===== src/rtl/air_quality_index_estimator_assert.svh =====
// Assertion macros for the air quality index estimator
`ifndef AIR_QUALITY_INDEX_ESTIMATOR_ASSERT_SVH
`define AIR_QUALITY_INDEX_ESTIMATOR_ASSERT_SVH

// same-cycle implication, disabled during reset
`define AQI_ASSERT_IMP(label, clk, rst_n, ante, cons, msg) \
  label: assert property (@(posedge clk) disable iff (!rst_n) (ante) |-> (cons)) \
    else $error(msg);

// next-cycle implication, disabled during reset
`define AQI_ASSERT_NXT(label, clk, rst_n, ante, cons, msg) \
  label: assert property (@(posedge clk) disable iff (!rst_n) (ante) |=> (cons)) \
    else $error(msg);

`endif


===== src/rtl/aqi_pkg.sv =====
// Shared constants, types and control structs of the air quality index estimator
package aqi_pkg;

  localparam int FRAC_BITS  = 16;               // baseline fraction bits
  localparam int GAS_W      = 24;
  localparam int HUM_W      = 17;
  localparam int BASE_W     = GAS_W + FRAC_BITS; // baseline width
  localparam int MUL_B_W    = 17;               // serial multiplier operand width
  localparam int PROD_W     = BASE_W + MUL_B_W;
  localparam int Q_W        = 14;               // quotient bits, 80*127 < 2**14
  localparam int CNT_W      = $clog2(MUL_B_W);
  localparam int ALPHA_FRAC = 16;
  localparam int WGT_W      = 7;
  localparam int IAQ_W      = 13;
  localparam int CFG_IDX_W  = 3;
  localparam int CFG_DATA_W = 17;
  localparam int IN_DATA_W  = 48;
  localparam int OUT_DATA_W = 40;

  localparam logic [MUL_B_W-1:0] ALPHA_ONE = MUL_B_W'(65536);
  localparam logic [IAQ_W-1:0]   IAQ_MAX   = IAQ_W'(8000);

  typedef enum logic [CFG_IDX_W-1:0] {
    REG_HUM_TARGET = 3'd0,
    REG_HUM_SPAN   = 3'd1,
    REG_HUM_WEIGHT = 3'd2,
    REG_GAS_WEIGHT = 3'd3,
    REG_ALPHA      = 3'd4
  } aqi_reg_t;

  typedef struct packed {
    logic                mul_go;
    logic                div_go;
    logic [BASE_W-1:0]   mul_a;
    logic [MUL_B_W-1:0]  mul_b;
    logic [BASE_W-1:0]   divisor;
  } aqi_cmd_t;

  typedef struct packed {
    logic busy;
    logic done;
  } aqi_stat_t;

endpackage


===== src/rtl/aqi_muldiv.sv =====
// Bit-serial shift-add multiplier and restoring divider; the divider takes its dividend from the product register
module aqi_muldiv import aqi_pkg::*; (
  input  logic              clk,
  input  logic              rst_n,
  input  aqi_cmd_t          cmd,
  output aqi_stat_t         stat,
  output logic [PROD_W-1:0] product,
  output logic [Q_W-1:0]    quotient
);

  typedef enum logic [2:0] {
    U_IDLE = 3'b001,
    U_MUL  = 3'b010,
    U_DIV  = 3'b100
  } unit_state_t;

  unit_state_t         state_r, state_nxt;
  logic [CNT_W-1:0]    cnt_r, cnt_nxt;
  logic                done_r, done_nxt;
  logic [PROD_W-1:0]   prod_r, prod_nxt;
  logic [BASE_W-1:0]   a_r, a_nxt;
  logic [BASE_W-1:0]   div_r, div_nxt;
  logic [BASE_W-1:0]   rem_r, rem_nxt;
  logic [Q_W-1:0]      quo_r, quo_nxt;
  logic [BASE_W:0]     sum;
  logic [BASE_W:0]     trial;
  logic                qbit;

  always_comb begin
    state_nxt = state_r;
    cnt_nxt   = cnt_r;
    done_nxt  = 1'b0;
    prod_nxt  = prod_r;
    a_nxt     = a_r;
    div_nxt   = div_r;
    rem_nxt   = rem_r;
    quo_nxt   = quo_r;
    sum       = {1'b0, prod_r[PROD_W-1:MUL_B_W]} + (prod_r[0] ? {1'b0, a_r} : '0);
    trial     = {rem_r, quo_r[Q_W-1]};
    qbit      = trial >= {1'b0, div_r};
    unique case (state_r)
      U_IDLE: begin
        cnt_nxt = '0;
        if (cmd.mul_go) begin
          prod_nxt  = {{BASE_W{1'b0}}, cmd.mul_b};
          a_nxt     = cmd.mul_a;
          state_nxt = U_MUL;
        end else if (cmd.div_go) begin
          // quotient is known to fit Q_W bits, so the upper part starts below the divisor
          rem_nxt   = prod_r[Q_W+BASE_W-1:Q_W];
          quo_nxt   = prod_r[Q_W-1:0];
          div_nxt   = cmd.divisor;
          state_nxt = U_DIV;
        end
      end
      U_MUL: begin
        prod_nxt = {sum, prod_r[MUL_B_W-1:1]};
        cnt_nxt  = cnt_r + 1'b1;
        if (cnt_r == CNT_W'(MUL_B_W-1)) begin
          state_nxt = U_IDLE;
          done_nxt  = 1'b1;
        end
      end
      U_DIV: begin
        rem_nxt = qbit ? BASE_W'(trial - {1'b0, div_r}) : trial[BASE_W-1:0];
        quo_nxt = {quo_r[Q_W-2:0], qbit};
        cnt_nxt = cnt_r + 1'b1;
        if (cnt_r == CNT_W'(Q_W-1)) begin
          state_nxt = U_IDLE;
          done_nxt  = 1'b1;
        end
      end
      default: state_nxt = U_IDLE;
    endcase
  end

  always_ff @(posedge clk) begin
    if (!rst_n) begin
      state_r <= U_IDLE;
      cnt_r   <= '0;
      done_r  <= 1'b0;
    end else begin
      state_r <= state_nxt;
      cnt_r   <= cnt_nxt;
      done_r  <= done_nxt;
    end
  end

  always_ff @(posedge clk) begin
    prod_r <= prod_nxt;
    a_r    <= a_nxt;
    div_r  <= div_nxt;
    rem_r  <= rem_nxt;
    quo_r  <= quo_nxt;
  end

  assign stat.busy = (state_r != U_IDLE);
  assign stat.done = done_r;
  assign product   = prod_r;
  assign quotient  = quo_r;

endmodule


===== src/rtl/air_quality_index_estimator.sv =====
// Top level of the air quality index estimator: control sequencer, registers, stream ports
//
// One input item carries a humidity sample and a gas resistance; each gives exactly
// one result item with the air quality index (1/16 units, 0..8000) and the integer
// part of the updated gas baseline.
// The first item after reset loads the baseline; later items move it by
// alpha*(gas - baseline) in Q16, toward the gas reading.
// All arithmetic runs on one bit-serial unit: a 17-step shift-add multiply and a
// 14-step restoring divide. An item takes one baseline multiply, then a multiply and
// divide for the humidity score and for the gas score; the first item skips the
// baseline multiply, and a zero baseline skips the gas multiply and divide. One item
// is in work at a time. in_tready is high only while the sequencer is idle; a finished
// result sits in the output register, so the next item is taken while out_tvalid waits
// on out_tready. A stalled receiver holds the result, and the sequencer waits at its
// last step until the output register is free. Reset (rst_n low, synchronous) clears
// the baseline, the result valid and restores the register defaults. The user must see
// that registers are written through cfg_* only while the block is idle; the block
// itself does not enforce this.
`include "air_quality_index_estimator_assert.svh"

module air_quality_index_estimator import aqi_pkg::*; (
  input  logic                  clk,
  input  logic                  rst_n,
  input  logic                  in_tvalid,
  output logic                  in_tready,
  input  logic [IN_DATA_W-1:0]  in_tdata,   // humidity_sample[16:0], gas_ohms[40:17], zero
  output logic                  out_tvalid,
  input  logic                  out_tready,
  output logic [OUT_DATA_W-1:0] out_tdata,  // iaq_index[12:0], baseline_ohms[36:13], zero
  input  logic                  cfg_wr_en,
  input  logic [CFG_IDX_W-1:0]  cfg_index,
  input  logic [CFG_DATA_W-1:0] cfg_wdata
);

  typedef enum logic [9:0] {
    S_IDLE    = 10'b00_0000_0001,
    S_BASE_GO = 10'b00_0000_0010,
    S_BASE_WT = 10'b00_0000_0100,
    S_HUM_GO  = 10'b00_0000_1000,
    S_HUM_MWT = 10'b00_0001_0000,
    S_HUM_DWT = 10'b00_0010_0000,
    S_GAS_GO  = 10'b00_0100_0000,
    S_GAS_MWT = 10'b00_1000_0000,
    S_GAS_DWT = 10'b01_0000_0000,
    S_FIN     = 10'b10_0000_0000
  } state_t;

  state_t               state_r, state_nxt;
  logic                 loaded_r, loaded_nxt;
  logic [BASE_W-1:0]    base_r, base_nxt;
  logic [HUM_W-1:0]     hum_r, hum_nxt;
  logic [GAS_W-1:0]     gas_r, gas_nxt;
  logic [Q_W-1:0]       hum_term_r, hum_term_nxt;
  logic [Q_W-1:0]       gas_term_r, gas_term_nxt;
  logic                 out_valid_r, out_valid_nxt;
  logic [IAQ_W-1:0]     out_iaq_r, out_iaq_nxt;
  logic [GAS_W-1:0]     out_base_r, out_base_nxt;

  logic [HUM_W-1:0]     target_r, span_r, alpha_r;
  logic [WGT_W-1:0]     hum_wgt_r, gas_wgt_r;

  aqi_cmd_t             cmd;
  aqi_stat_t            stat;
  logic [PROD_W-1:0]    product;
  logic [Q_W-1:0]       quotient;

  logic [BASE_W-1:0]    gas_tgt, mag, gas_s, step;
  logic                 up;
  logic [MUL_B_W-1:0]   alpha_eff;
  logic [HUM_W-1:0]     span_eff, dev, dev_c;
  logic [Q_W-1:0]       hum_w80, gas_w80;
  logic [Q_W:0]         total;
  logic [IAQ_W-1:0]     iaq;

  aqi_muldiv u_muldiv (
    .clk      (clk),
    .rst_n    (rst_n),
    .cmd      (cmd),
    .stat     (stat),
    .product  (product),
    .quotient (quotient)
  );

  always_ff @(posedge clk) begin
    if (!rst_n) begin
      target_r  <= HUM_W'(40960);
      span_r    <= HUM_W'(20480);
      hum_wgt_r <= WGT_W'(25);
      gas_wgt_r <= WGT_W'(75);
      alpha_r   <= MUL_B_W'(655);
    end else if (cfg_wr_en) begin
      unique case (cfg_index)
        REG_HUM_TARGET: target_r  <= cfg_wdata;
        REG_HUM_SPAN:   span_r    <= cfg_wdata;
        REG_HUM_WEIGHT: hum_wgt_r <= cfg_wdata[WGT_W-1:0];
        REG_GAS_WEIGHT: gas_wgt_r <= cfg_wdata[WGT_W-1:0];
        REG_ALPHA:      alpha_r   <= cfg_wdata;
        default: ;
      endcase
    end
  end

  always_comb begin
    gas_tgt   = BASE_W'(gas_r) << FRAC_BITS;
    up        = gas_tgt >= base_r;
    mag       = up ? gas_tgt - base_r : base_r - gas_tgt;
    step      = product[ALPHA_FRAC+BASE_W-1:ALPHA_FRAC];
    alpha_eff = (alpha_r > ALPHA_ONE) ? ALPHA_ONE : alpha_r;
    span_eff  = (span_r == '0) ? HUM_W'(1) : span_r;
    dev       = (hum_r >= target_r) ? hum_r - target_r : target_r - hum_r;
    dev_c     = (dev > span_eff) ? span_eff : dev;
    gas_s     = (gas_tgt > base_r) ? base_r : gas_tgt;
    // weight * 80 as weight*64 + weight*16
    hum_w80   = Q_W'({hum_wgt_r, 6'b0}) + Q_W'({hum_wgt_r, 4'b0});
    gas_w80   = Q_W'({gas_wgt_r, 6'b0}) + Q_W'({gas_wgt_r, 4'b0});
    total     = {1'b0, hum_term_r} + {1'b0, gas_term_r};
    iaq       = (total > (Q_W+1)'(IAQ_MAX)) ? IAQ_MAX : total[IAQ_W-1:0];
  end

  always_comb begin
    state_nxt     = state_r;
    loaded_nxt    = loaded_r;
    base_nxt      = base_r;
    hum_nxt       = hum_r;
    gas_nxt       = gas_r;
    hum_term_nxt  = hum_term_r;
    gas_term_nxt  = gas_term_r;
    out_valid_nxt = out_valid_r && !out_tready;
    out_iaq_nxt   = out_iaq_r;
    out_base_nxt  = out_base_r;
    cmd           = '0;
    unique case (state_r)
      S_IDLE: begin
        if (in_tvalid) begin
          hum_nxt   = in_tdata[HUM_W-1:0];
          gas_nxt   = in_tdata[HUM_W+GAS_W-1:HUM_W];
          state_nxt = S_BASE_GO;
        end
      end
      S_BASE_GO: begin
        if (loaded_r) begin
          cmd.mul_go = 1'b1;
          cmd.mul_a  = mag;
          cmd.mul_b  = alpha_eff;
          state_nxt  = S_BASE_WT;
        end else begin
          base_nxt   = gas_tgt;
          loaded_nxt = 1'b1;
          state_nxt  = S_HUM_GO;
        end
      end
      S_BASE_WT: begin
        if (stat.done) begin
          base_nxt  = up ? base_r + step : base_r - step;
          state_nxt = S_HUM_GO;
        end
      end
      S_HUM_GO: begin
        cmd.mul_go = 1'b1;
        cmd.mul_a  = BASE_W'(span_eff - dev_c);
        cmd.mul_b  = MUL_B_W'(hum_w80);
        state_nxt  = S_HUM_MWT;
      end
      S_HUM_MWT: begin
        if (stat.done) begin
          cmd.div_go  = 1'b1;
          cmd.divisor = BASE_W'(span_eff);
          state_nxt   = S_HUM_DWT;
        end
      end
      S_HUM_DWT: begin
        if (stat.done) begin
          hum_term_nxt = quotient;
          state_nxt    = S_GAS_GO;
        end
      end
      S_GAS_GO: begin
        if (base_r == '0) begin
          gas_term_nxt = '0;
          state_nxt    = S_FIN;
        end else begin
          cmd.mul_go = 1'b1;
          cmd.mul_a  = gas_s;
          cmd.mul_b  = MUL_B_W'(gas_w80);
          state_nxt  = S_GAS_MWT;
        end
      end
      S_GAS_MWT: begin
        if (stat.done) begin
          cmd.div_go  = 1'b1;
          cmd.divisor = base_r;
          state_nxt   = S_GAS_DWT;
        end
      end
      S_GAS_DWT: begin
        if (stat.done) begin
          gas_term_nxt = quotient;
          state_nxt    = S_FIN;
        end
      end
      S_FIN: begin
        if (!out_valid_r || out_tready) begin
          out_valid_nxt = 1'b1;
          out_iaq_nxt   = iaq;
          out_base_nxt  = base_r[BASE_W-1:FRAC_BITS];
          state_nxt     = S_IDLE;
        end
      end
      default: state_nxt = S_IDLE;
    endcase
  end

  always_ff @(posedge clk) begin
    if (!rst_n) begin
      state_r     <= S_IDLE;
      loaded_r    <= 1'b0;
      base_r      <= '0;
      out_valid_r <= 1'b0;
    end else begin
      state_r     <= state_nxt;
      loaded_r    <= loaded_nxt;
      base_r      <= base_nxt;
      out_valid_r <= out_valid_nxt;
    end
  end

  always_ff @(posedge clk) begin
    hum_r      <= hum_nxt;
    gas_r      <= gas_nxt;
    hum_term_r <= hum_term_nxt;
    gas_term_r <= gas_term_nxt;
    out_iaq_r  <= out_iaq_nxt;
    out_base_r <= out_base_nxt;
  end

  assign in_tready  = (state_r == S_IDLE);
  assign out_tvalid = out_valid_r;
  assign out_tdata  = {{(OUT_DATA_W-IAQ_W-GAS_W){1'b0}}, out_base_r, out_iaq_r};

  `AQI_ASSERT_NXT(a_accept_leaves_idle, clk, rst_n, in_tvalid && in_tready, !in_tready,
                  "sequencer did not leave idle after accepting an item")
  `AQI_ASSERT_IMP(a_idle_unit_free, clk, rst_n, state_r == S_IDLE, !stat.busy,
                  "arithmetic unit busy while sequencer idle")
  `AQI_ASSERT_IMP(a_iaq_saturated, clk, rst_n, out_valid_r, out_iaq_r <= IAQ_MAX,
                  "index above saturation limit")
  `AQI_ASSERT_NXT(a_baseline_stays, clk, rst_n, loaded_r, loaded_r,
                  "baseline loaded flag dropped without reset")

endmodule


===== config.mk =====
export PLATFORM = sky130hd
export DESIGN_NAME = air_quality_index_estimator
export DESIGN_NICKNAME = d
export VERILOG_FILES = /design/src/rtl/aqi_pkg.sv /design/src/rtl/aqi_muldiv.sv /design/src/rtl/air_quality_index_estimator.sv
export VERILOG_INCLUDE_DIRS = /design/src /design/src/rtl
export SDC_FILE = /design/constraint.sdc
export NUM_CORES = 1
export LEC_CHECK = 0
export BUFFER_PORTS_ARGS = -buffer_cell sky130_fd_sc_hd__buf_2
export CAP_MARGIN = 20
export CORE_MARGIN = 4
export CORE_UTILIZATION = 64
export CTS_BUF_LIST = sky130_fd_sc_hd__clkbuf_4
export CTS_CLUSTER_DIAMETER = 60
export DETAILED_ROUTE_END_ITERATION = 10
export GPL_TIMING_DRIVEN = 0
export PLACE_DENSITY = 0.82
export SLEW_MARGIN = 20
export SYNTH_ARGS = -nofsm -noshare
export SYNTH_HDL_FRONTEND = slang
export SYNTH_HIERARCHICAL = 1
export SYNTH_SLANG_ARGS = --single-unit

===== constraint.sdc =====
create_clock -name clk -period 22.7 [get_ports clk]
set_input_delay 2.27 -clock clk [delete_from_list [all_inputs] [get_ports clk]]
set_output_delay 2.27 -clock clk [all_outputs]
set_load 0.03 [all_outputs]

==> Implementation_results.wiki <==
{| class="wikitable"
! Metric !! Value
|-
| Hold wc startpoint || alpha_r[4]$_SDFFE_PN0P_
|-
| Count of endpoints failing hold in the final timing report || 0
|-
| Synth warn || 6
|-
| Ratio of final minimum period to clock period || 42.0%
|-
| Setup crit end kind || register
|-
| Setup-violating endpoint count in the final report || 0
|-
| Sequential Power Share || 43.1%
|-
| First DRT Iteration DRCs || 3,771
|-
| CTS H-Tree Depth || 3
|-
| DRC violation count after routing || 0
|-
| Global router's overall resource usage || 35.2%
|-
| Latest clock arrival within the worst-skew pair || 0.89 ns
|-
| Post-route antenna net violation count || 0
|-
| Measured slew at the worst slew-check pin || 1.10 ns
|-
| Ports || approximately 120
|-
| Maximum clock skew at final layout || roughly 0.057 ns
|-
| Critical path's slowest cell || sky130_fd_sc_hd__clkbuf_1
|-
| Max-slew violation count || 0
|-
| Worst hold path cell count || 2
|-
| Maximum cell stage delay along the critical path || 0.59 ns
|-
| Placer Congestion || 1.04
|-
| Fraction of layout cells with a size suffix above 1 || a little over 9%
|-
| Mean instance size in the synthesized netlist || 8.70 sq um
|-
| Hold endpoint || alpha_r[4]$_SDFFE_PN0P_
|-
| Status || complete, no violations
|-
| Maximum capacitance violations || 0
|-
| Core Box Area || 0.0479 sq mm
|-
| Hold/Removal Path Class || register to register
|-
| Slew margin rel. || 26.6%
|-
| Die Ht || 229 um
|-
| RSZ-0062 raised after global routing || no
|-
| Req. time, crit path || 23.21 ns
|-
| CTS root buf || sky130_fd_sc_hd__clkbuf_4
|-
| Synth Cell Area || 0.0312 sq mm
|-
| Total clock sinks || roughly 420
|-
| Maximum number of pins on one net before global-route repair || 58
|-
| Area overhead of the layout relative to synthesis || 8.89%
|-
| Post-CTS repair timing setup buffer count || 0
|-
| Number of antenna violations at the first check in global routing || 5
|-
| Number of port buffers || approximately 100
|-
| Detailed Routing Iterations Pass 1 || 8
|-
| Reg2Reg Launch Point || hum_r[6]$_DFFE_PP_
|-
| Leak || 0.0145 uW
|-
| Starting utilization of the core area || around two thirds
|-
| Achievable clock frequency || 0.105 GHz
|-
| CTS Buffer Depth || 3
|-
| TritonCTS clock tree || done
|-
| Placed Cells incl. Taps || 4,314
|-
| Final HPWL DP || around 75 mm
|-
| Part of the total power dissipated in combinational logic || 25.7%
|-
| Net Sw Power || 663 uW
|-
| Peak fanout along the critical path || 10
|-
| Power density over cell area || 58.8 mW/mm^2
|-
| Total length of routed wires || 95.4 mm
|-
| Average wire length per cell after detail routing || 21.2 um
|-
| Clock share of power || 31.2%
|-
| Destination of the worst register-to-register timing path || u_muldiv/a_r[16]$_DFFE_PP_
|-
| Sum of negative setup slack || 0 ns
|-
| Top library cells by usage in the layout, fill and taps aside || sky130_fd_sc_hd__nand2_1 (460), sky130_fd_sc_hd__a21oi_1 (353), sky130_fd_sc_hd__edfxtp_1 (297)
|-
| Synthesized netlist cell count || 3,587
|-
| Flop-to-flop setup slack || 13.16 ns
|-
| Post-CTS sizing || 0
|-
| Number of buffers inserted by hold repair at cts || 0
|-
| GRT overflow || 0
|-
| Number of buffers created by CTS || 108
|-
| Floorplan die area || around 0.052 sq mm
|-
| Worst hold-check slack || between 0.4 and 0.5 ns
|-
| Kind of start point of the critical path || register
|-
| Switching Share || between 30% and 40%
|-
| Placement Rows || 80
|-
| Critical Setup Path Class || register to register
|-
| Global-route wire length before repair || about 150 mm
|-
| Worst IR drop on VDD || 58.7 uV
|-
| Most common cell after layout, fill and taps aside || sky130_fd_sc_hd__nand2_1
|-
| Via count of the first global-routing pass || ~26,000
|-
| Arrival time of data at the critical path endpoint || 10.05 ns
|-
| Vias || 28,500
|-
| Horizontal extent of the die || 229 um
|-
| Internal power component || 1340 uW
|-
| Net total in the final layout || 4,153
|-
| Final Instance Count excl. Fillers || 4,508
|-
| Vias per cell || 6.32
|-
| Depth of the worst register-to-register path || 39
|-
| Tmin final || approximately 9.5 ns
|-
| Post-layout util || between 70 and 80%
|-
| Number of fill cells || 3,870
|-
| Register clock-pin slew on the reported worst setup and hold paths || 0.08 ns
|}
## area by class of cell
| type | instances | area [sq um] | share of cell area (%) |
|---|---|---|---|
| Antenna cell | 2 | 5.00 | 0.0147 |
| Buffer | 185 | 773 | 2.28 |
| Clock buffer | 146 | 1100 | 3.23 |
| Clock inverter | 46 | 210 | 0.619 |
| Inverter | 205 | 769 | 2.26 |
| Multi-Input combinational cell | 2776 | 18300 | 53.8 |
| Sequential cell | 423 | 11400 | 33.7 |
| Tap cell | 615 | 769 | 2.26 |
| Timing Repair Buffer | 110 | 623 | 1.83 |
## layer usage
| metal | part of all wire (%) | GRT usage (%) | up-vias |
|---|---|---|---|
| li1 | - | - | 13500 |
| met1 | 42 | 49.7 | 13200 |
| met2 | 43 | 53.5 | 1548 |
| met3 | 11 | 6.99 | 234 |
| met4 | 3.9 | 13.6 | 0 |
| met5 | 0 | 0 | - |
## power groups by stage
stage	Sequential (uW)	Clock, uW	Combinational (uW)
6_report	861	624	514
2_1_floorplan	866	0	374
5_1_grt	861	678	561
3_5_place_dp	876	0	496
3_3_place_gp	876	0	488
4_1_cts	859	634	500
## metrics by stage
step	power, uW	cell area (sq um)	worst slack, ns
global placement	1360	32500	13.37
global route	2100	34000	12.57
finish	2000	34000	13.16
detailed placement	1370	32700	13.42
floorplan	1240	31200	14.92
CTS	1990	34000	13.34
## how the worst max path moves through the flow
stage                        from                         end  slack [ns]  depth (start not counted)
4_1_cts        hum_r[6]$_DFFE_PP_  u_muldiv/a_r[16]$_DFFE_PP_       13.34                         39
5_1_grt        hum_r[6]$_DFFE_PP_  u_muldiv/a_r[16]$_DFFE_PP_       12.57                         39
2_1_floorplan  hum_r[6]$_DFFE_PP_  u_muldiv/a_r[14]$_DFFE_PP_       14.92                         39
3_3_place_gp   hum_r[6]$_DFFE_PP_  u_muldiv/a_r[16]$_DFFE_PP_       13.37                         39
3_5_place_dp   hum_r[6]$_DFFE_PP_  u_muldiv/a_r[16]$_DFFE_PP_       13.42                         39
6_report       hum_r[6]$_DFFE_PP_  u_muldiv/a_r[16]$_DFFE_PP_       13.16                         39
## critical path, delay by kind of cell (launching register included)
family | cells | cell delay, ns
AO/OA/AOI/OAI | 23 | 4.41
flip-flops | 1 | 0.35
buffers and inverters | 6 | 2.38
adder cells (fa/ha/maj) | 3 | 0.88
multiplexers | 2 | 0.71
AND/OR/NAND/NOR | 5 | 0.45
## sequential cells by signal, indices dropped and copies added (netlist names), 24 cells and up
| name | count |
|---|---|
| u_muldiv/product | 57 |
| base_r | 40 |
| u_muldiv/a_r | 40 |
| u_muldiv/div_r | 40 |
| u_muldiv/rem_r | 40 |
| gas_r | 24 |
| out_base_r | 24 |
No activity file was read; power rests on OpenSTA's default activity.
